File: config.mk
export PLATFORM = sky130hd
export DESIGN_NAME = tcep_back
export DESIGN_NICKNAME = d
export VERILOG_FILES = /design/src/design/assert_macros.svh /design/src/design/tcep_pkg.sv /design/src/design/tcep_back.sv
export SDC_FILE = /design/constraint.sdc
export NUM_CORES = 1
export LEC_CHECK = 0
export BUFFER_PORTS_ARGS = -buffer_cell sky130_fd_sc_hd__clkbuf_2
export CAP_MARGIN = 25
export CORE_AREA = 4 4 291 293
export DETAILED_ROUTE_END_ITERATION = 8
export DIE_AREA = 0 0 295 297
export GPL_TIMING_DRIVEN = 0
export PLACE_DENSITY = 0.42
export SKIP_CTS_REPAIR_TIMING = 1
export SYNTH_ARGS = -nofsm -noshare
export SYNTH_HDL_FRONTEND = slang
export SYNTH_SLANG_ARGS = --single-unit
File: constraint.sdc
create_clock -name i_clk -period 2.4 [get_ports i_clk]
set_clock_uncertainty 0.2 [all_clocks]
set_input_delay 0.48 -clock i_clk [delete_from_list [all_inputs] [get_ports i_clk]]
set_output_delay 0.48 -clock i_clk [all_outputs]
set_load 0.05 [all_outputs]
File: src/design/assert_macros.svh
// Assertion macros shared by the tower centroid event plane RTL.
// Depends on nothing; included by files that carry concurrent assertions.
`ifndef ASSERT_MACROS_SVH
`define ASSERT_MACROS_SVH

// Property checked on every clock edge outside reset.
`define TCEP_ASSERT(lbl, clk, rst_n, prop, msg) \
    lbl: assert property (@(posedge clk) disable iff (!rst_n) (prop)) else $error(msg);

// Same-cycle implication checked outside reset.
`define TCEP_ASSERT_IMP(lbl, clk, rst_n, ante, cons, msg) \
    lbl: assert property (@(posedge clk) disable iff (!rst_n) (ante) |-> (cons)) \
        else $error(msg);

`endif

File: src/design/tcep_pkg.sv
// Package for the tower centroid event plane: payload types, widths, status codes
// and the CORDIC arctangent table. Depends on nothing.
`timescale 1ns / 1ps
`default_nettype none

package tcep_pkg;

    localparam int FRACTION_BITS = 14;
    localparam int ANGLE_BITS    = 16;
    localparam int CORDIC_STEPS  = 32;
    localparam int EW    = 16;                 // tower energy width
    localparam int SUMW  = 17;                 // side energy sum
    localparam int Q4W   = 21;                 // 4*q, signed
    localparam int QW    = 16;                 // quotient bits of the normalized vector
    localparam int REMW  = 33;                 // divider partial remainder
    localparam int DENW  = 18;                 // divider denominator (2*sum)
    localparam int CW    = 54;                 // CORDIC x and y
    localparam int ZW    = 34;                 // CORDIC angle accumulator
    localparam int OW    = 24;                 // vector output width
    localparam int ASH   = 32 - ANGLE_BITS;    // angle rounding shift

    typedef enum logic [1:0] {
        ST_OK    = 2'd0,
        ST_TOWER = 2'd1,
        ST_SUM   = 2'd2
    } t_status;

    typedef enum logic {
        REG_NORMALIZE = 1'b0,
        REG_MIN_SUM   = 1'b1
    } t_reg_index;

    typedef struct packed {
        logic signed [EW-1:0] a_tower_0;
        logic signed [EW-1:0] a_tower_1;
        logic signed [EW-1:0] a_tower_2;
        logic signed [EW-1:0] a_tower_3;
        logic signed [EW-1:0] c_tower_0;
        logic signed [EW-1:0] c_tower_1;
        logic signed [EW-1:0] c_tower_2;
        logic signed [EW-1:0] c_tower_3;
    } t_in;

    typedef struct packed {
        logic signed [OW-1:0]         qx_a;
        logic signed [OW-1:0]         qy_a;
        logic signed [OW-1:0]         qx_c;
        logic signed [OW-1:0]         qy_c;
        logic signed [ANGLE_BITS-1:0] angle_a;
        logic signed [ANGLE_BITS-1:0] angle_c;
        t_status                      status;
    } t_out;

    // Lanes 0..3 are qx_a, qy_a, qx_c, qy_c; side 0 is A and side 1 is C.
    typedef struct packed {
        t_status                    status;
        logic                       norm;
        logic [1:0]                 zero;
        logic [1:0][CW-1:0]         x;
        logic [1:0][CW-1:0]         y;
        logic [1:0][ZW-1:0]         z;
        logic [3:0][REMW-1:0]       rem;
        logic [1:0][DENW-1:0]       den;
        logic [3:0][QW-1:0]         quo;
        logic [3:0]                 neg;
        logic [3:0][Q4W-1:0]        q4;
    } t_stage;

    // atan(2^-i) with pi = 2^31.
    function automatic logic [ZW-1:0] atan_val(input logic [4:0] i);
        logic [31:0] v;
        case (i)
            5'd0:  v = 32'h20000000;
            5'd1:  v = 32'h12E4051E;
            5'd2:  v = 32'h09FB385B;
            5'd3:  v = 32'h051111D4;
            5'd4:  v = 32'h028B0D43;
            5'd5:  v = 32'h0145D7E1;
            5'd6:  v = 32'h00A2F61E;
            5'd7:  v = 32'h00517C55;
            5'd8:  v = 32'h0028BE53;
            5'd9:  v = 32'h00145F2F;
            5'd10: v = 32'h000A2F98;
            5'd11: v = 32'h000517CC;
            5'd12: v = 32'h00028BE6;
            5'd13: v = 32'h000145F3;
            5'd14: v = 32'h0000A2FA;
            5'd15: v = 32'h0000517D;
            5'd16: v = 32'h000028BE;
            5'd17: v = 32'h0000145F;
            5'd18: v = 32'h00000A30;
            5'd19: v = 32'h00000518;
            5'd20: v = 32'h0000028C;
            5'd21: v = 32'h00000146;
            5'd22: v = 32'h000000A3;
            5'd23: v = 32'h00000051;
            5'd24: v = 32'h00000029;
            5'd25: v = 32'h00000014;
            5'd26: v = 32'h0000000A;
            5'd27: v = 32'h00000005;
            5'd28: v = 32'h00000003;
            5'd29: v = 32'h00000001;
            5'd30: v = 32'h00000001;
            default: v = 32'h00000000;
        endcase
        return ZW'(v);
    endfunction

endpackage

`default_nettype wire

File: src/design/tcep_back.sv
// Output register of the centroid chain: vector selection, angle rounding and
// zeroing of rejected events. Depends on tcep_pkg.
`timescale 1ns / 1ps
`default_nettype none

module tcep_back (
    input  wire logic              i_clk,
    input  wire logic              i_rst_n,
    input  wire logic              i_en,
    input  wire logic              i_vld,
    input  wire tcep_pkg::t_stage  i_stage,
    output logic                   o_vld,
    output tcep_pkg::t_out         o_out
);

    localparam int OW  = tcep_pkg::OW;
    localparam int ZW  = tcep_pkg::ZW;
    localparam int AB  = tcep_pkg::ANGLE_BITS;
    localparam int ASH = tcep_pkg::ASH;

    logic            r_vld;
    tcep_pkg::t_out  r_out;
    tcep_pkg::t_out  n_out;

    always_comb begin
        logic signed [OW-1:0] v [4];
        logic [ZW-1:0]        zr [2];
        logic [AB-1:0]        ang [2];

        for (int l = 0; l < 4; l++) begin
            if (i_stage.norm) begin
                v[l] = i_stage.neg[l] ? -OW'(i_stage.quo[l]) : OW'(i_stage.quo[l]);
            end else begin
                v[l] = OW'($signed(i_stage.q4[l]));
            end
        end
        for (int s = 0; s < 2; s++) begin
            zr[s]  = i_stage.z[s] + (ZW'(1) << (ASH - 1));
            ang[s] = i_stage.zero[s] ? '0 : zr[s][ASH+AB-1:ASH];
        end
        n_out         = '0;
        n_out.status  = i_stage.status;
        if (i_stage.status == tcep_pkg::ST_OK) begin
            n_out.qx_a    = v[0];
            n_out.qy_a    = v[1];
            n_out.qx_c    = v[2];
            n_out.qy_c    = v[3];
            n_out.angle_a = ang[0];
            n_out.angle_c = ang[1];
        end
    end

    always_ff @(posedge i_clk) begin
        if (!i_rst_n) begin
            r_vld <= 1'b0;
        end else if (i_en) begin
            r_vld <= i_vld;
        end
    end

    always_ff @(posedge i_clk) begin
        if (i_en) begin
            r_out <= n_out;
        end
    end

    assign o_vld = r_vld;
    assign o_out = r_out;

endmodule

`default_nettype wire

==> impl_metrics.toml <==
[detailed_routing]
drt_iter0_drc = 349
drt-wirelength-per-cell_um = 20.0
avgViaCountPerCell = 3.31
totalWireLength_mm = 42.4
drtPass1Iterations = 4
vias = 7006
drc = 0
ant_nets = 0

[critical_path]
max_stage_delay_ns = 0.48
arrival_ns = 2.35
endpoint = "o_out[47]"
regToRegEndpoint = "o_vld"
reg2reg_depth = 2
cp_common_cell = "clkbuf_2"
crit_path_max_fanout = 10
crit_start = "i_stage[138]"
crit_required_ns = 2.41
r2r_slack_ns = 1.60
start_kind = "input pin"
crit_chain = "clkbuf_2 > or3_1 > clkbuf_2 > o41ai_2 > xor2_1 > o21ai_0"
slowest_stage = "xor2_1"
end_kind = "flop"
r2r-start = "o_vld"
crit_type = "input pin to flop"

[timing]
worst_slew_pin_slew_ns = 0.942
setup_violations = 0
hold_viol = 0
maxSlewHeadroom_pct = 37.2
drv_slew = 0
fin_crit_ns = 2.34
post-route-period-util_pct = 97.7
max_freq_mhz = 427
rsz0062_at_grt = "false"

[placed_design]
dpl.hpwl_mm = 35.6
place_area_mm2 = 0.0104
gp_congestion = 0.847
port-buffer-count = 322

[synth]
synth.most_common_cell = "edfxtp_1"
synthesis.instances = 679
synthTopCellsByCount = "130 x edfxtp_1, 62 x nor2_1, 57 x xor2_1"
netlist_area_mm2 = 0.00734
synth_edf_count = 130
synth.largest_area_cell = "edfxtp_1"
syn_avg_cell_area_um2 = 10.8
ys_ff_latch = 131
netlist.area_leader.share_pct = 53.2
ys_warn_count = 0
synthTopCellsByArea = "edfxtp_1 53%, xor2_1 6.8%, o21ai_0 3.2%, nor2_1 3.2%, a21o_1 2.7%"
synth.distinct_cells = 52
seq_area_frac_synth_pct = 53.5
synth-main-ff-cell = "edfxtp_1"
synth_nets = 1298
synth_async_sr_flop_share_pct = 0

[floorplan]
die_area_mm2 = 0.0876
initial_core_util_pct = 8.96
rows = 105
die-height_um = 297
ios = 744
core_area_mm2 = 0.0818
die-width_um = 295

[finish]
nets = 1644
drive_gt1_share_pct = 38.5
finish.instance_area_mm2 = 0.0111
fill_cells = 9406
areaGrowthSynthToFinish_pct = 50.7

[hold_path]
hold_path_class = "input pin to flop"
hold_start = "i_stage[60]"

[grt]
grt_max_degree = 68
first_global_vias = 7466
grt_pass1_wl_mm = 58.0
overflow = 0
antenna_found_initial = 12
track_usage_pct = 9.61

[clock_network]
clk_pin_slew_ns = 0.07
clk_latency_ns = 0.46
cts_made_buffers = 17
clkSinkCount = 131
htree_levels = 4
root_buffer = "clkbuf_16"
cts_max_path_buffers = 2
cts_tree = "done"

[flow_run]
drv_cap = 0

[pwr]
powerDensity_mw_per_mm2 = 646
p_leak_nw = 4.27
finalPower_mw = 7.15
ir_worst_vdd_mv = 0.432

[status]
status = "completed"
## power by group
part	total [mW]	switching (mW)	leakage, nW	internal (mW)
Clock	2.73	1.19	0.270	1.54
Combinational	1.65	1.25	2.75	0.402
Sequential	2.76	0.0524	1.25	2.71
## sequential cells by signal (all words and copies together) (netlist names)
| signal | count |
|---|---|
| o_vld | 1 |
| o_out | 130 |
## layout by cell type, fill, tap and decap left out, types with 15 or more instances in the layout
cell	Yosys	layout
edfxtp_1	130	130
o31ai_1	17	17
a211oi_1	25	25
xor2_1	57	55
or3_1	22	22
nor2_1	62	60
nand2_1	39	39
clkbuf_2	0	331
a21o_1	26	26
clkbuf_1	43	32
a21oi_1	29	29
o21ai_0	47	47
o41ai_1	18	15
clkbuf_16	0	17
## worst max-delay path: cells and delay by family
family | cells | cell delay, ns
buffers and inverters | 2 | 0.38
AO/OA/AOI/OAI | 2 | 0.57
AND/OR/NAND/NOR | 1 | 0.44
XOR/XNOR | 1 | 0.48
## worst min-delay path by stage
stage	end	slack (ns)	cells after the start
2_1_floorplan	o_out[0]	0.38	0
3_3_place_gp	o_vld	0.30	2
3_5_place_dp	o_vld	0.31	2
4_1_cts	o_vld	-0.03	2
5_1_grt	o_out[74]	0.06	2
6_report	o_out[76]	0.08	2
## layer usage
metal  track usage, %  vias up  wire length (um)
met5                0        -                54
met4             2.83        8               813
met3             4.52       38              4490
met2             14.4      277             18000
met1             12.3     3408             19000
li1                 -     3275                 -
## metrics by stage
stage	hold slack [ns]	utilization, %	TNS, ns	worst slack [ns]	instances
5_1_grt	0.0557	13.5	0	0.000896	2109
3_3_place_gp	0.296	12.6	-287.34	-1.68	2071
6_report	0.0824	13.5	0	0.0560	2116
4_1_cts	-0.0321	13.4	-15.70	-0.600	2108
3_5_place_dp	0.310	12.7	-62.54	-1.13	2076
2_1_floorplan	0.379	-	-0.323	-0.0859	679
## cells by family (layout without fill, tap and decap cells)
kind of cell / after synthesis / in the layout / synth area share [%]
AND/OR/NAND/NOR: 219 / 219 / 15.7
multiplexers: 14 / 14 / 1.94
XOR/XNOR: 69 / 69 / 8.24
buffers and inverters: 59 / 418 / 3.04
other: 0 / 8 / 0
AO/OA/AOI/OAI: 181 / 181 / 16.6
flip-flops: 131 / 131 / 53.5
adder cells (fa/ha/maj): 6 / 6 / 1.02
## layout make-up
cell class,count,area [um^2],area share [%]
flip-flops and latches,131,3920,35.5
multi-input cells,489,3260,29.4
repair buffers,328,1700,15.3
well taps,1070,1340,12.1
clock buffers,18,429,3.88
plain buffers,45,190,1.72
clock inverters,14,155,1.40
inverters,13,48.8,0.441
diodes,8,20.0,0.181
(Power assumes the default switching activity.)
