### src/design/assert_macros.svh
// Assertion macros shared by the tower centroid event plane RTL.
// Depends on nothing; included by files that carry concurrent assertions.
`ifndef ASSERT_MACROS_SVH
`define ASSERT_MACROS_SVH

// Property checked on every clock edge outside reset.
`define TCEP_ASSERT(lbl, clk, rst_n, prop, msg) \
    lbl: assert property (@(posedge clk) disable iff (!rst_n) (prop)) else $error(msg);

// Same-cycle implication checked outside reset.
`define TCEP_ASSERT_IMP(lbl, clk, rst_n, ante, cons, msg) \
    lbl: assert property (@(posedge clk) disable iff (!rst_n) (ante) |-> (cons)) \
        else $error(msg);

`endif

### src/design/tcep_pkg.sv
// Package for the tower centroid event plane: payload types, widths, status codes
// and the CORDIC arctangent table. Depends on nothing.
`timescale 1ns / 1ps
`default_nettype none

package tcep_pkg;

    localparam int FRACTION_BITS = 14;
    localparam int ANGLE_BITS    = 16;
    localparam int CORDIC_STEPS  = 32;
    localparam int EW    = 16;                 // tower energy width
    localparam int SUMW  = 17;                 // side energy sum
    localparam int Q4W   = 21;                 // 4*q, signed
    localparam int QW    = 16;                 // quotient bits of the normalized vector
    localparam int REMW  = 33;                 // divider partial remainder
    localparam int DENW  = 18;                 // divider denominator (2*sum)
    localparam int CW    = 54;                 // CORDIC x and y
    localparam int ZW    = 34;                 // CORDIC angle accumulator
    localparam int OW    = 24;                 // vector output width
    localparam int ASH   = 32 - ANGLE_BITS;    // angle rounding shift

    typedef enum logic [1:0] {
        ST_OK    = 2'd0,
        ST_TOWER = 2'd1,
        ST_SUM   = 2'd2
    } t_status;

    typedef enum logic {
        REG_NORMALIZE = 1'b0,
        REG_MIN_SUM   = 1'b1
    } t_reg_index;

    typedef struct packed {
        logic signed [EW-1:0] a_tower_0;
        logic signed [EW-1:0] a_tower_1;
        logic signed [EW-1:0] a_tower_2;
        logic signed [EW-1:0] a_tower_3;
        logic signed [EW-1:0] c_tower_0;
        logic signed [EW-1:0] c_tower_1;
        logic signed [EW-1:0] c_tower_2;
        logic signed [EW-1:0] c_tower_3;
    } t_in;

    typedef struct packed {
        logic signed [OW-1:0]         qx_a;
        logic signed [OW-1:0]         qy_a;
        logic signed [OW-1:0]         qx_c;
        logic signed [OW-1:0]         qy_c;
        logic signed [ANGLE_BITS-1:0] angle_a;
        logic signed [ANGLE_BITS-1:0] angle_c;
        t_status                      status;
    } t_out;

    // Lanes 0..3 are qx_a, qy_a, qx_c, qy_c; side 0 is A and side 1 is C.
    typedef struct packed {
        t_status                    status;
        logic                       norm;
        logic [1:0]                 zero;
        logic [1:0][CW-1:0]         x;
        logic [1:0][CW-1:0]         y;
        logic [1:0][ZW-1:0]         z;
        logic [3:0][REMW-1:0]       rem;
        logic [1:0][DENW-1:0]       den;
        logic [3:0][QW-1:0]         quo;
        logic [3:0]                 neg;
        logic [3:0][Q4W-1:0]        q4;
    } t_stage;

    // atan(2^-i) with pi = 2^31.
    function automatic logic [ZW-1:0] atan_val(input logic [4:0] i);
        logic [31:0] v;
        case (i)
            5'd0:  v = 32'h20000000;
            5'd1:  v = 32'h12E4051E;
            5'd2:  v = 32'h09FB385B;
            5'd3:  v = 32'h051111D4;
            5'd4:  v = 32'h028B0D43;
            5'd5:  v = 32'h0145D7E1;
            5'd6:  v = 32'h00A2F61E;
            5'd7:  v = 32'h00517C55;
            5'd8:  v = 32'h0028BE53;
            5'd9:  v = 32'h00145F2F;
            5'd10: v = 32'h000A2F98;
            5'd11: v = 32'h000517CC;
            5'd12: v = 32'h00028BE6;
            5'd13: v = 32'h000145F3;
            5'd14: v = 32'h0000A2FA;
            5'd15: v = 32'h0000517D;
            5'd16: v = 32'h000028BE;
            5'd17: v = 32'h0000145F;
            5'd18: v = 32'h00000A30;
            5'd19: v = 32'h00000518;
            5'd20: v = 32'h0000028C;
            5'd21: v = 32'h00000146;
            5'd22: v = 32'h000000A3;
            5'd23: v = 32'h00000051;
            5'd24: v = 32'h00000029;
            5'd25: v = 32'h00000014;
            5'd26: v = 32'h0000000A;
            5'd27: v = 32'h00000005;
            5'd28: v = 32'h00000003;
            5'd29: v = 32'h00000001;
            5'd30: v = 32'h00000001;
            default: v = 32'h00000000;
        endcase
        return ZW'(v);
    endfunction

endpackage

`default_nettype wire

### src/design/tcep_cell.sv
// One cell of the centroid chain: a CORDIC vectoring step for both sides and,
// in the first cells, one restoring-divider bit for all four lanes. Depends on tcep_pkg.
`timescale 1ns / 1ps
`default_nettype none

module tcep_cell #(
    parameter int IDX = 0
) (
    input  wire logic              i_clk,
    input  wire logic              i_rst_n,
    input  wire logic              i_en,
    input  wire logic              i_vld,
    input  wire tcep_pkg::t_stage  i_stage,
    output logic                   o_vld,
    output tcep_pkg::t_stage       o_stage
);

    localparam int CW   = tcep_pkg::CW;
    localparam int QW   = tcep_pkg::QW;
    localparam int REMW = tcep_pkg::REMW;
    // Quotient bit this cell decides; cells past the divider never use it.
    localparam int QB   = (IDX < QW) ? (QW - 1 - IDX) : 0;

    logic              r_vld;
    tcep_pkg::t_stage  r_stage;
    tcep_pkg::t_stage  n_stage;

    always_comb begin
        logic signed [CW-1:0] x, y, dx, dy;
        logic [REMW:0]        sh;

        n_stage = i_stage;
        for (int s = 0; s < 2; s++) begin
            x  = i_stage.x[s];
            y  = i_stage.y[s];
            dx = y >>> IDX;
            dy = x >>> IDX;
            if (!y[CW-1]) begin
                n_stage.x[s] = x + dx;
                n_stage.y[s] = y - dy;
                n_stage.z[s] = i_stage.z[s] + tcep_pkg::atan_val(5'(IDX));
            end else begin
                n_stage.x[s] = x - dx;
                n_stage.y[s] = y + dy;
                n_stage.z[s] = i_stage.z[s] - tcep_pkg::atan_val(5'(IDX));
            end
        end
        for (int l = 0; l < 4; l++) begin
            sh = '0;
            if (IDX < QW) begin
                sh = (REMW+1)'(i_stage.den[l >> 1]) << QB;
                if ({1'b0, i_stage.rem[l]} >= sh) begin
                    n_stage.rem[l] = i_stage.rem[l] - sh[REMW-1:0];
                    n_stage.quo[l][QB] = 1'b1;
                end
            end
        end
    end

    always_ff @(posedge i_clk) begin
        if (!i_rst_n) begin
            r_vld <= 1'b0;
        end else if (i_en) begin
            r_vld <= i_vld;
        end
    end

    always_ff @(posedge i_clk) begin
        if (i_en) begin
            r_stage <= n_stage;
        end
    end

    assign o_vld   = r_vld;
    assign o_stage = r_stage;

endmodule

`default_nettype wire

### config.mk
export PLATFORM = sky130hd
export DESIGN_NAME = tcep_cell
export DESIGN_NICKNAME = d
export VERILOG_FILES = /design/src/design/assert_macros.svh /design/src/design/tcep_pkg.sv /design/src/design/tcep_cell.sv
export SDC_FILE = /design/constraint.sdc
export NUM_CORES = 1
export LEC_CHECK = 0
export BUFFER_PORTS_ARGS = -buffer_cell sky130_fd_sc_hd__buf_2
export CAP_MARGIN = 5
export CORE_AREA = 8 8 471 473
export CTS_CLUSTER_SIZE = 28
export DETAILED_ROUTE_END_ITERATION = 6
export DIE_AREA = 0 0 479 481
export PLACE_DENSITY = 0.48
export SLEW_MARGIN = 20
export SYNTH_ARGS = -nofsm -noshare
export SYNTH_HDL_FRONTEND = slang
export SYNTH_SLANG_ARGS = --single-unit
### constraint.sdc
create_clock -name i_clk -period 4 [get_ports i_clk]
set_input_delay 0.8 -clock i_clk [delete_from_list [all_inputs] [get_ports i_clk]]
set_output_delay 0.8 -clock i_clk [all_outputs]
set_load 0.01 [all_outputs]
==> results.ini <==
[cells_and_area]
drive_gt1_share_pct=35.86
final_cell_area_mm2=0.06124
final_util_pct=28.65
fin_nets=7428
areaGrowthSynthToFinish_pct=42.53

[synth]
syn_area_per_cell_um2=9.776
synth.distinct_cells=104
synth_ff_type=edfxtp_1
syn_nets=5446
synth_area_mm2=0.04296
synth_largest_area_cell=edfxtp_1
synth.area.top_cells=edfxtp_1 42%, ha_1 12%, a21oi_1 6.3%
synth_cells=4395
ys_warn_count=0
synth-edff-count=607
ys_ff_latch=608
async_flop_share_pct=0
ys_seq_area_share_pct=42.47
yosysTopAreaCellShare_pct=42.43

[sta]
fin_crit_sh_pct=97.76
max_slew_margin_pct=41.12
rsz0062_at_grt=no
finalCriticalPeriod_ns=3.911
finClkSkew_ns=0
max_freq_mhz=255.7
timing.final.hold_violations=0
finalSetupViolCount=0
tightest_slew_ns=0.8810
drv_slew=0

[cts]
cts_tree=done
path_clk_slew_ns=0.06
cts.path.max_buffers=3
cts_hold_buf=0
cts_root_buf=clkbuf_16
clk_latency_ns=0.70
h-tree-depth=3
numCtsBuffers=76
cts_sinks=608

[route]
remaining_drc_errors=0
first_pass_iters=6
num_vias=43640
first_iter_violations=3839
wl_um=254300
wl_per_cell_um=27.31
ant_nets=0
vias_per_cell=4.686

[die]
die_w_um=479
core-area_mm2=0.2138
pin_count=1223
die_area_mm2=0.2304
num_rows=170
start_util_pct=20.10
die_y_um=481

[placement]
dp_hpwl_um=219200
place_congestion=0.9450
port_buffers=1222
post_dp_cell_area_mm2=0.05851

[worst_hold_path]
hp-class=in -> reg
min_path_cells=1

[grt]
grt_util_all_layers_pct=20.79
antenna_found_initial=136
grt_max_degree=117
grt_pass1_vias=42490
globalRoute.totalOverflow=0
grt_pass1_wl_um=342700

[worst_setup_path]
worstPathMaxFanout=7
arrival_ns=4.36
start_kind=primary input
critPathKind=in -> reg
rr_worst_depth=2
endpoint_kind=flip-flop
required_ns=4.45

[outcome]
status=complete, no violations

[power]
leakagePower_nw=27.47
irDropWorstVdd_mv=0.2888
cellPowerDensity_mw_per_mm2=386.4

[flow_run]
max_cap_viol_count=0

-- layout make-up --
class	instances	area, µm²
fillers	22800	152500
multi-input cells	3201	22520
flip-flops and latches	608	18250
repair buffers	2074	12700
well taps	2838	3551
clock buffers	90	1964
inverters	416	1562
clock inverters	47	594.3
diodes	38	95.09
-- stage by stage --
stage	setup slack, ns	cells	power (mW)	hold WS, ns	setup TNS, ns
3_3_place_gp	-0.9212	9136	16.44	0.5085	-40.13
5_1_grt	0.004390	9298	24.71	0.1949	0
4_1_cts	0.04189	9273	23.89	0.1641	0
3_5_place_dp	-0.8792	9136	16.41	0.5187	-39.47
2_1_floorplan	0.1520	4395	11.87	0.5383	0
6_report	0.08944	9312	23.66	0.2472	0
-- synth_stat cells, types with 35 or more instances --
library cell / count
edfxtp_1: 607
a21oi_1: 543
ha_1: 426
inv_1: 401
nor2_1: 326
o21ai_0: 285
xnor2_1: 233
nand2_1: 231
clkbuf_1: 116
o21bai_1: 97
a21o_1: 94
nor3_1: 92
nand4_1: 72
mux2i_1: 59
nand3_1: 52
nor2b_1: 47
nor4_1: 44
a31oi_1: 35
o211ai_1: 35
-- report_power, final --
| group | total (mW) | leakage, nW | internal (mW) | switching, mW |
|---|---|---|---|---|
| Clock | 7.29 | 1.22 | 4.15 | 3.13 |
| Sequential | 8.48 | 5.95 | 8.02 | 0.467 |
| Combinational | 7.89 | 20.3 | 3.18 | 4.71 |
| Total | 23.7 | 27.5 | 15.3 | 8.32 |
-- placed cells by master (no fill, tap or decap), types with 17 or more instances in the layout --
| cell | instances |
|---|---|
| a211o_1 | 17 |
| a211oi_1 | 32 |
| a21o_1 | 94 |
| a21oi_1 | 540 |
| a31oi_1 | 34 |
| buf_2 | 1219 |
| buf_4 | 840 |
| clkbuf_16 | 76 |
| clkinv_1 | 23 |
| diode_2 | 38 |
| edfxtp_1 | 607 |
| ha_1 | 426 |
| inv_1 | 401 |
| mux2_2 | 31 |
| mux2i_1 | 59 |
| nand2_1 | 231 |
| nand2b_1 | 32 |
| nand3_1 | 52 |
| nand4_1 | 72 |
| nor2_1 | 326 |
| nor2b_1 | 47 |
| nor3_1 | 92 |
| nor4_1 | 43 |
| o211ai_1 | 35 |
| o21a_1 | 27 |
| o21ai_0 | 285 |
| o21bai_1 | 97 |
| o31ai_1 | 32 |
| or2_2 | 18 |
| or3_1 | 17 |
| xnor2_1 | 233 |
| xor2_1 | 30 |
-- kinds of logic (layout without fill, tap and decap cells) --
group / Yosys count / after routing / share of synthesized area [%]
flip-flops: 608 / 608 / 42.47
XOR/XNOR: 264 / 264 / 5.399
multiplexers: 98 / 98 / 2.467
buffers and inverters: 586 / 2627 / 5.265
AO/OA/AOI/OAI: 1390 / 1390 / 20.12
other: 0 / 38 / 0
adder cells (fa/ha/maj): 438 / 438 / 12.97
AND/OR/NAND/NOR: 1011 / 1011 / 11.31
-- state kept, by name (all words and copies together) (netlist names) --
register  count
o_stage     607
o_vld         1
-- critical path, stage by stage --
cell and delay (ns):
buf_2 0.10, inv_1 0.04, ha_1 0.29, buf_4 0.16, a21oi_1 0.18, o21ai_0 0.22
a221oi_1 0.32, buf_4 0.17, o21ai_0 0.11, a211oi_1 0.47, buf_4 0.20, o211ai_1 0.21
a41oi_1 0.45, buf_4 0.21, buf_4 0.11, nor2_1 0.04, o22ai_1 0.16, xnor2_1 0.10
-- per-layer routing --
layer	part of all wire, %	vias up	GRT usage (%)
met3	7.5	339	4.287
met1	44	21210	28.03
met2	45	2059	33.62
met5	0.093	-	0
met4	3.2	36	5.958
li1	-	20000	-
-- final timing paths --
path / from / end / slack (ns)
max reg2reg: o_vld / o_vld / 3.42
min reg2reg: o_vld / o_vld / 0.52
max: i_stage[463] / o_stage[596] / 0.09
min: i_stage[344] / o_stage[344] / 0.25
-- timing repair --
item                                    in CTS  in global routing
setup buffers                                0                  1
pin swaps                                    0                  1
endpoints found under the setup margin       2                 15
resized for setup                            2                 10
(Power assumes the default switching activity.)
