### config.mk
export PLATFORM = sky130hd
export DESIGN_NAME = tcep_front
export DESIGN_NICKNAME = d
export VERILOG_FILES = /design/src/design/assert_macros.svh /design/src/design/tcep_pkg.sv /design/src/design/tcep_front.sv
export SDC_FILE = /design/constraint.sdc
export NUM_CORES = 1
export LEC_CHECK = 0
export BUFFER_PORTS_ARGS = -buffer_cell sky130_fd_sc_hd__buf_2
export CAP_MARGIN = 20
export CORE_UTILIZATION = 32
export CTS_CLUSTER_SIZE = 30
export DETAILED_ROUTE_END_ITERATION = 8
export HOLD_SLACK_MARGIN = 0.15
export SKIP_CTS_REPAIR_TIMING = 1
export SKIP_LAST_GASP = 1
export SLEW_MARGIN = 25
export SYNTH_ARGS = -nofsm -noshare
export SYNTH_HDL_FRONTEND = slang
export SYNTH_SLANG_ARGS = --single-unit
### constraint.sdc
create_clock -name i_clk -period 24.8 [get_ports i_clk]
set_input_delay 1.24 -clock i_clk [delete_from_list [all_inputs] [get_ports i_clk]]
set_output_delay 1.24 -clock i_clk [all_outputs]
set_load 0.01 [all_outputs]
### src/design/assert_macros.svh
// Assertion macros shared by the tower centroid event plane RTL.
// Depends on nothing; included by files that carry concurrent assertions.
`ifndef ASSERT_MACROS_SVH
`define ASSERT_MACROS_SVH

// Property checked on every clock edge outside reset.
`define TCEP_ASSERT(lbl, clk, rst_n, prop, msg) \
    lbl: assert property (@(posedge clk) disable iff (!rst_n) (prop)) else $error(msg);

// Same-cycle implication checked outside reset.
`define TCEP_ASSERT_IMP(lbl, clk, rst_n, ante, cons, msg) \
    lbl: assert property (@(posedge clk) disable iff (!rst_n) (ante) |-> (cons)) \
        else $error(msg);

`endif

### src/design/tcep_pkg.sv
// Package for the tower centroid event plane: payload types, widths, status codes
// and the CORDIC arctangent table. Depends on nothing.
`timescale 1ns / 1ps
`default_nettype none

package tcep_pkg;

    localparam int FRACTION_BITS = 14;
    localparam int ANGLE_BITS    = 16;
    localparam int CORDIC_STEPS  = 32;
    localparam int EW    = 16;                 // tower energy width
    localparam int SUMW  = 17;                 // side energy sum
    localparam int Q4W   = 21;                 // 4*q, signed
    localparam int QW    = 16;                 // quotient bits of the normalized vector
    localparam int REMW  = 33;                 // divider partial remainder
    localparam int DENW  = 18;                 // divider denominator (2*sum)
    localparam int CW    = 54;                 // CORDIC x and y
    localparam int ZW    = 34;                 // CORDIC angle accumulator
    localparam int OW    = 24;                 // vector output width
    localparam int ASH   = 32 - ANGLE_BITS;    // angle rounding shift

    typedef enum logic [1:0] {
        ST_OK    = 2'd0,
        ST_TOWER = 2'd1,
        ST_SUM   = 2'd2
    } t_status;

    typedef enum logic {
        REG_NORMALIZE = 1'b0,
        REG_MIN_SUM   = 1'b1
    } t_reg_index;

    typedef struct packed {
        logic signed [EW-1:0] a_tower_0;
        logic signed [EW-1:0] a_tower_1;
        logic signed [EW-1:0] a_tower_2;
        logic signed [EW-1:0] a_tower_3;
        logic signed [EW-1:0] c_tower_0;
        logic signed [EW-1:0] c_tower_1;
        logic signed [EW-1:0] c_tower_2;
        logic signed [EW-1:0] c_tower_3;
    } t_in;

    typedef struct packed {
        logic signed [OW-1:0]         qx_a;
        logic signed [OW-1:0]         qy_a;
        logic signed [OW-1:0]         qx_c;
        logic signed [OW-1:0]         qy_c;
        logic signed [ANGLE_BITS-1:0] angle_a;
        logic signed [ANGLE_BITS-1:0] angle_c;
        t_status                      status;
    } t_out;

    // Lanes 0..3 are qx_a, qy_a, qx_c, qy_c; side 0 is A and side 1 is C.
    typedef struct packed {
        t_status                    status;
        logic                       norm;
        logic [1:0]                 zero;
        logic [1:0][CW-1:0]         x;
        logic [1:0][CW-1:0]         y;
        logic [1:0][ZW-1:0]         z;
        logic [3:0][REMW-1:0]       rem;
        logic [1:0][DENW-1:0]       den;
        logic [3:0][QW-1:0]         quo;
        logic [3:0]                 neg;
        logic [3:0][Q4W-1:0]        q4;
    } t_stage;

    // atan(2^-i) with pi = 2^31.
    function automatic logic [ZW-1:0] atan_val(input logic [4:0] i);
        logic [31:0] v;
        case (i)
            5'd0:  v = 32'h20000000;
            5'd1:  v = 32'h12E4051E;
            5'd2:  v = 32'h09FB385B;
            5'd3:  v = 32'h051111D4;
            5'd4:  v = 32'h028B0D43;
            5'd5:  v = 32'h0145D7E1;
            5'd6:  v = 32'h00A2F61E;
            5'd7:  v = 32'h00517C55;
            5'd8:  v = 32'h0028BE53;
            5'd9:  v = 32'h00145F2F;
            5'd10: v = 32'h000A2F98;
            5'd11: v = 32'h000517CC;
            5'd12: v = 32'h00028BE6;
            5'd13: v = 32'h000145F3;
            5'd14: v = 32'h0000A2FA;
            5'd15: v = 32'h0000517D;
            5'd16: v = 32'h000028BE;
            5'd17: v = 32'h0000145F;
            5'd18: v = 32'h00000A30;
            5'd19: v = 32'h00000518;
            5'd20: v = 32'h0000028C;
            5'd21: v = 32'h00000146;
            5'd22: v = 32'h000000A3;
            5'd23: v = 32'h00000051;
            5'd24: v = 32'h00000029;
            5'd25: v = 32'h00000014;
            5'd26: v = 32'h0000000A;
            5'd27: v = 32'h00000005;
            5'd28: v = 32'h00000003;
            5'd29: v = 32'h00000001;
            5'd30: v = 32'h00000001;
            default: v = 32'h00000000;
        endcase
        return ZW'(v);
    endfunction

endpackage

`default_nettype wire

### src/design/tcep_front.sv
// Input stage of the tower centroid event plane: tower checks, side sums,
// 4*q vectors, divider and CORDIC set-up. Depends on tcep_pkg.
`timescale 1ns / 1ps
`default_nettype none

module tcep_front (
    input  wire logic                       i_clk,
    input  wire logic                       i_rst_n,
    input  wire logic                       i_en,
    input  wire logic                       i_vld,
    input  wire tcep_pkg::t_in              i_in,
    input  wire logic                       i_normalize,
    input  wire logic [tcep_pkg::SUMW-1:0]  i_min_sum,
    output logic                            o_vld,
    output tcep_pkg::t_stage                o_stage
);

    localparam int Q4W  = tcep_pkg::Q4W;
    localparam int CW   = tcep_pkg::CW;
    localparam int ZW   = tcep_pkg::ZW;
    localparam int REMW = tcep_pkg::REMW;
    localparam int DENW = tcep_pkg::DENW;
    localparam int SUMW = tcep_pkg::SUMW;

    logic                  r_vld;
    tcep_pkg::t_stage      r_stage;
    tcep_pkg::t_stage      n_stage;

    always_comb begin
        logic signed [tcep_pkg::EW-1:0] e [8];
        logic                           bad;
        logic [SUMW-1:0]                sum [2];
        logic signed [Q4W-1:0]          dx, dy, qx4, qy4, mag;
        logic signed [CW-1:0]           xs, ys;

        e[0] = i_in.a_tower_0;  e[1] = i_in.a_tower_1;
        e[2] = i_in.a_tower_2;  e[3] = i_in.a_tower_3;
        e[4] = i_in.c_tower_0;  e[5] = i_in.c_tower_1;
        e[6] = i_in.c_tower_2;  e[7] = i_in.c_tower_3;
        bad = 1'b0;
        for (int k = 0; k < 8; k++) begin
            if (e[k][tcep_pkg::EW-1] || e[k] == '0) begin
                bad = 1'b1;
            end
        end
        n_stage = '0;
        n_stage.norm = i_normalize;
        for (int s = 0; s < 2; s++) begin
            // Towers are positive here whenever the event is kept, so the
            // low bits of each energy suffice for the sum.
            sum[s] = SUMW'(e[4*s][tcep_pkg::EW-2:0]) + SUMW'(e[4*s+1][tcep_pkg::EW-2:0])
                   + SUMW'(e[4*s+2][tcep_pkg::EW-2:0]) + SUMW'(e[4*s+3][tcep_pkg::EW-2:0]);
            dx = -Q4W'(e[4*s]) + Q4W'(e[4*s+1]) - Q4W'(e[4*s+2]) + Q4W'(e[4*s+3]);
            dy = -Q4W'(e[4*s]) - Q4W'(e[4*s+1]) + Q4W'(e[4*s+2]) + Q4W'(e[4*s+3]);
            qx4 = (dx <<< 3) - dx;
            qy4 = (dy <<< 3) - dy;
            n_stage.q4[2*s]   = qx4;
            n_stage.q4[2*s+1] = qy4;
            n_stage.den[s]    = DENW'({sum[s], 1'b0});
            for (int j = 0; j < 2; j++) begin
                mag = (j == 0) ? qx4 : qy4;
                n_stage.neg[2*s+j] = mag[Q4W-1];
                if (mag[Q4W-1]) begin
                    mag = -mag;
                end
                // Rounded quotient is floor((2^(F-1)*|q4| + sum) / (2*sum)).
                n_stage.rem[2*s+j] = (REMW'(mag) << (tcep_pkg::FRACTION_BITS - 1))
                                   + REMW'(sum[s]);
            end
            n_stage.zero[s] = (qx4 == '0) && (qy4 == '0);
            xs = CW'(qx4) <<< 30;
            ys = CW'(qy4) <<< 30;
            if (xs[CW-1]) begin
                n_stage.z[s] = ys[CW-1] ? -(ZW'(1) << 31) : (ZW'(1) << 31);
                xs = -xs;
                ys = -ys;
            end
            n_stage.x[s] = xs;
            n_stage.y[s] = ys;
        end
        if (bad) begin
            n_stage.status = tcep_pkg::ST_TOWER;
        end else if (sum[0] <= i_min_sum || sum[1] <= i_min_sum) begin
            n_stage.status = tcep_pkg::ST_SUM;
        end else begin
            n_stage.status = tcep_pkg::ST_OK;
        end
    end

    always_ff @(posedge i_clk) begin
        if (!i_rst_n) begin
            r_vld <= 1'b0;
        end else if (i_en) begin
            r_vld <= i_vld;
        end
    end

    always_ff @(posedge i_clk) begin
        if (i_en) begin
            r_stage <= n_stage;
        end
    end

    assign o_vld   = r_vld;
    assign o_stage = r_stage;

endmodule

`default_nettype wire

==> results.toml <==
[die]
fp.dieW_um = 319
rows = 115
dieArea_sq_mm = 0.102
pin_count = 760
initial_core_util = 0.325
core_sq_mm = 0.0989
die_y_um = 319

[setup_path]
critPathRequiredTime_ns = 25.09
start_kind = "input port"
cp_common_cell = "a21oi_1"
cp_max_fo = 14
slowest_delay_ns = 0.77
cp-end-kind = "register"
cp_data_arrival_time_ns = 10.13
crit_type = "input port to register"
cp_slowest_cell = "nor2_1"

[synth]
ys_warn_count = 0
ys_ff_latch = 296
synth_flop_cell = "edfxtp_1"
synth_cell_types = 95
syn_avg_cell_area_sq_um = 9.48
synthesis.area_sq_mm = 0.0321
synthArstFlopShare = 0
seq_area_frac_synth = 0.277
synth-edff-count = 295
synthCells = 3384

[global_route]
grtUsageMet3 = 0.0251
busiest_layer = "met2"
antenna_found_initial = 27
grt_max_degree = 86
grt_usage = 0.194
grt_pass1_vias = 24000
grt.met2_usage = 0.326
met1_usage = 0.262
gr-total-overflow = 0
grt_first_pass_wirelength_um = 149000

[clocking]
cts_tree = "built"
clock_latency_ns = 0.55
htreeDepth = 2
clockRootBuffer = "clkbuf_16"
cts_buffers = 36
clk_pin_slew_worst_paths_ns = 0.07
cts_sinks = 296
cts.path.max_buffers = 3

[flow_run]
max_cap_violations = 0

[cells_and_area]
drive_gt1_frac = 0.167
nNetsFinal = 4430
area_delta_synth_final_pct = 12.1

[timing]
min_period_ns = 9.84
rsz0062_at_grt = "false"
fin_crit_sh = 0.397
setup-tns-final_ns = 0
final_max_slew_viol_count = 0
worst_slack_ns = 14.96
setup_violations = 0
hold_viol = 0
fin_skew_ns = 0
worstMarginPinSlew_ns = 1.06
fin_hold_ws_ns = 0.523
max_clock_freq_mhz = 102
relSlewSlack = 0.291

[detailed_routing]
via_per_inst = 4.93
wl_um = 102000
avgRoutedWirePerCell_um = 19.7
ant_nets = 0
dr.pass1.iters = 7
drc = 0
num_vias = 25500
first_iter_violations = 1731

[placement]
numPortBuffers = 511
dpl.hpwl_um = 86400
gp_congestion = 0.952
pre_cts_ws_ns = 14.49

[hold_path]
hp-class = "register to register"

[run_status]
outcome = "complete, no violations"
synth_stat cells (10+ instances only):
master / n / area [sq um]
or2_2: 24 / 150
mux2i_1: 17 / 170
nor4_1: 53 / 332
nor2b_1: 21 / 131
buf_4: 314 / 2360
o31a_1: 11 / 96.3
xnor2_1: 241 / 2110
a21o_1: 63 / 473
o21a_1: 43 / 323
nor2_1: 170 / 638
a211oi_1: 16 / 120
nand2b_1: 33 / 206
and4_1: 11 / 96.3
nand2_1: 170 / 638
o211ai_1: 26 / 195
edfxtp_1: 295 / 8860
nor3_1: 71 / 355
a31oi_1: 30 / 188
fa_1: 206 / 4120
nand3b_1: 10 / 75.1
o31ai_1: 17 / 128
a21oi_1: 162 / 811
o21bai_1: 41 / 308
nand3_1: 54 / 270
or3_1: 38 / 238
and3_1: 23 / 144
inv_1: 454 / 1700
clkbuf_1: 43 / 161
o211a_1: 11 / 110
xor2_1: 101 / 885
or4_1: 18 / 135
o21ai_0: 105 / 526
ha_1: 234 / 2930
and2_1: 23 / 144
nand4_1: 35 / 219
metrics by stage:
stage	utilization	instances	cell area, sq um
floorplan	-	3637	33000
global placement	0.352	5089	34800
detailed placement	0.352	5089	34800
CTS	0.364	5154	35900
global route	0.364	5158	36000
finish	0.364	5161	36000
routing by layer:
layer  share of wire  routed length (um)
met5         0.00093                  95
met4           0.022                2220
met1            0.44               45100
met3           0.058                5950
met2            0.48               48500
cell type report:
type / instances / area [sq um]
diodes: 7 / 17.5
clock buffers: 47 / 985
inverters: 463 / 1740
well taps: 1287 / 1610
fillers: 10000 / 62900
repair buffers: 531 / 2720
flip-flops and latches: 296 / 8880
multi-input cells: 2512 / 19900
clock inverters: 18 / 143
worst paths after layout:
check	depth (start not counted)	start	slack [ns]	endpoint
worst max-delay path	34	i_in[115]	14.96	o_stage[250]
worst min-delay path	2	o_vld	0.52	o_vld
worst max register to register	2	o_vld	24.20	o_vld
worst min register to register	2	o_vld	0.52	o_vld
critical path: cells and delay by family:
family                     cells  cell delay [ns]
AOI/OAI and AO/OA             12             2.41
adders and majority gates      4             1.63
buffers and inverters          3             0.26
and+or+nand+nor               11             3.83
muxes                          1             0.21
xor gates and xnor gates       3             0.55
logic make-up after synthesis:
family / synth area share
AND/OR/NAND/NOR: 0.130
XOR/XNOR: 0.0952
multiplexers: 0.00635
buffers and inverters: 0.134
flip-flops: 0.277
other: 0.000117
AO/OA/AOI/OAI: 0.136
adder cells (fa/ha/maj): 0.222
cells in the final DEF (no fill, tap or decap), drive strengths merged, types with 17 or more instances in the layout:
cell type / count
nor2: 171
a21o: 63
fa: 206
nand3: 54
conb: 254
nor2b: 21
or2: 24
mux2i: 17
a31oi: 31
and3: 23
or4: 18
nor3: 74
xnor2: 242
or3: 38
nand2: 170
edfxtp: 295
buf: 531
nand4: 35
ha: 234
o21a: 43
xor2: 101
o21ai: 112
o31ai: 17
o211ai: 26
and2: 23
clkbuf: 47
a21oi: 164
inv: 461
o21bai: 41
nor4: 56
a211oi: 18
nand2b: 33
sequential cells by signal, summed over array words and instances, names as in the netlist:
| name | count |
|---|---|
| o_stage | 295 |
| o_vld | 1 |
Power is not shown: default switching activity piles up to over one toggle a cycle in this logic, so the estimate is an artifact.
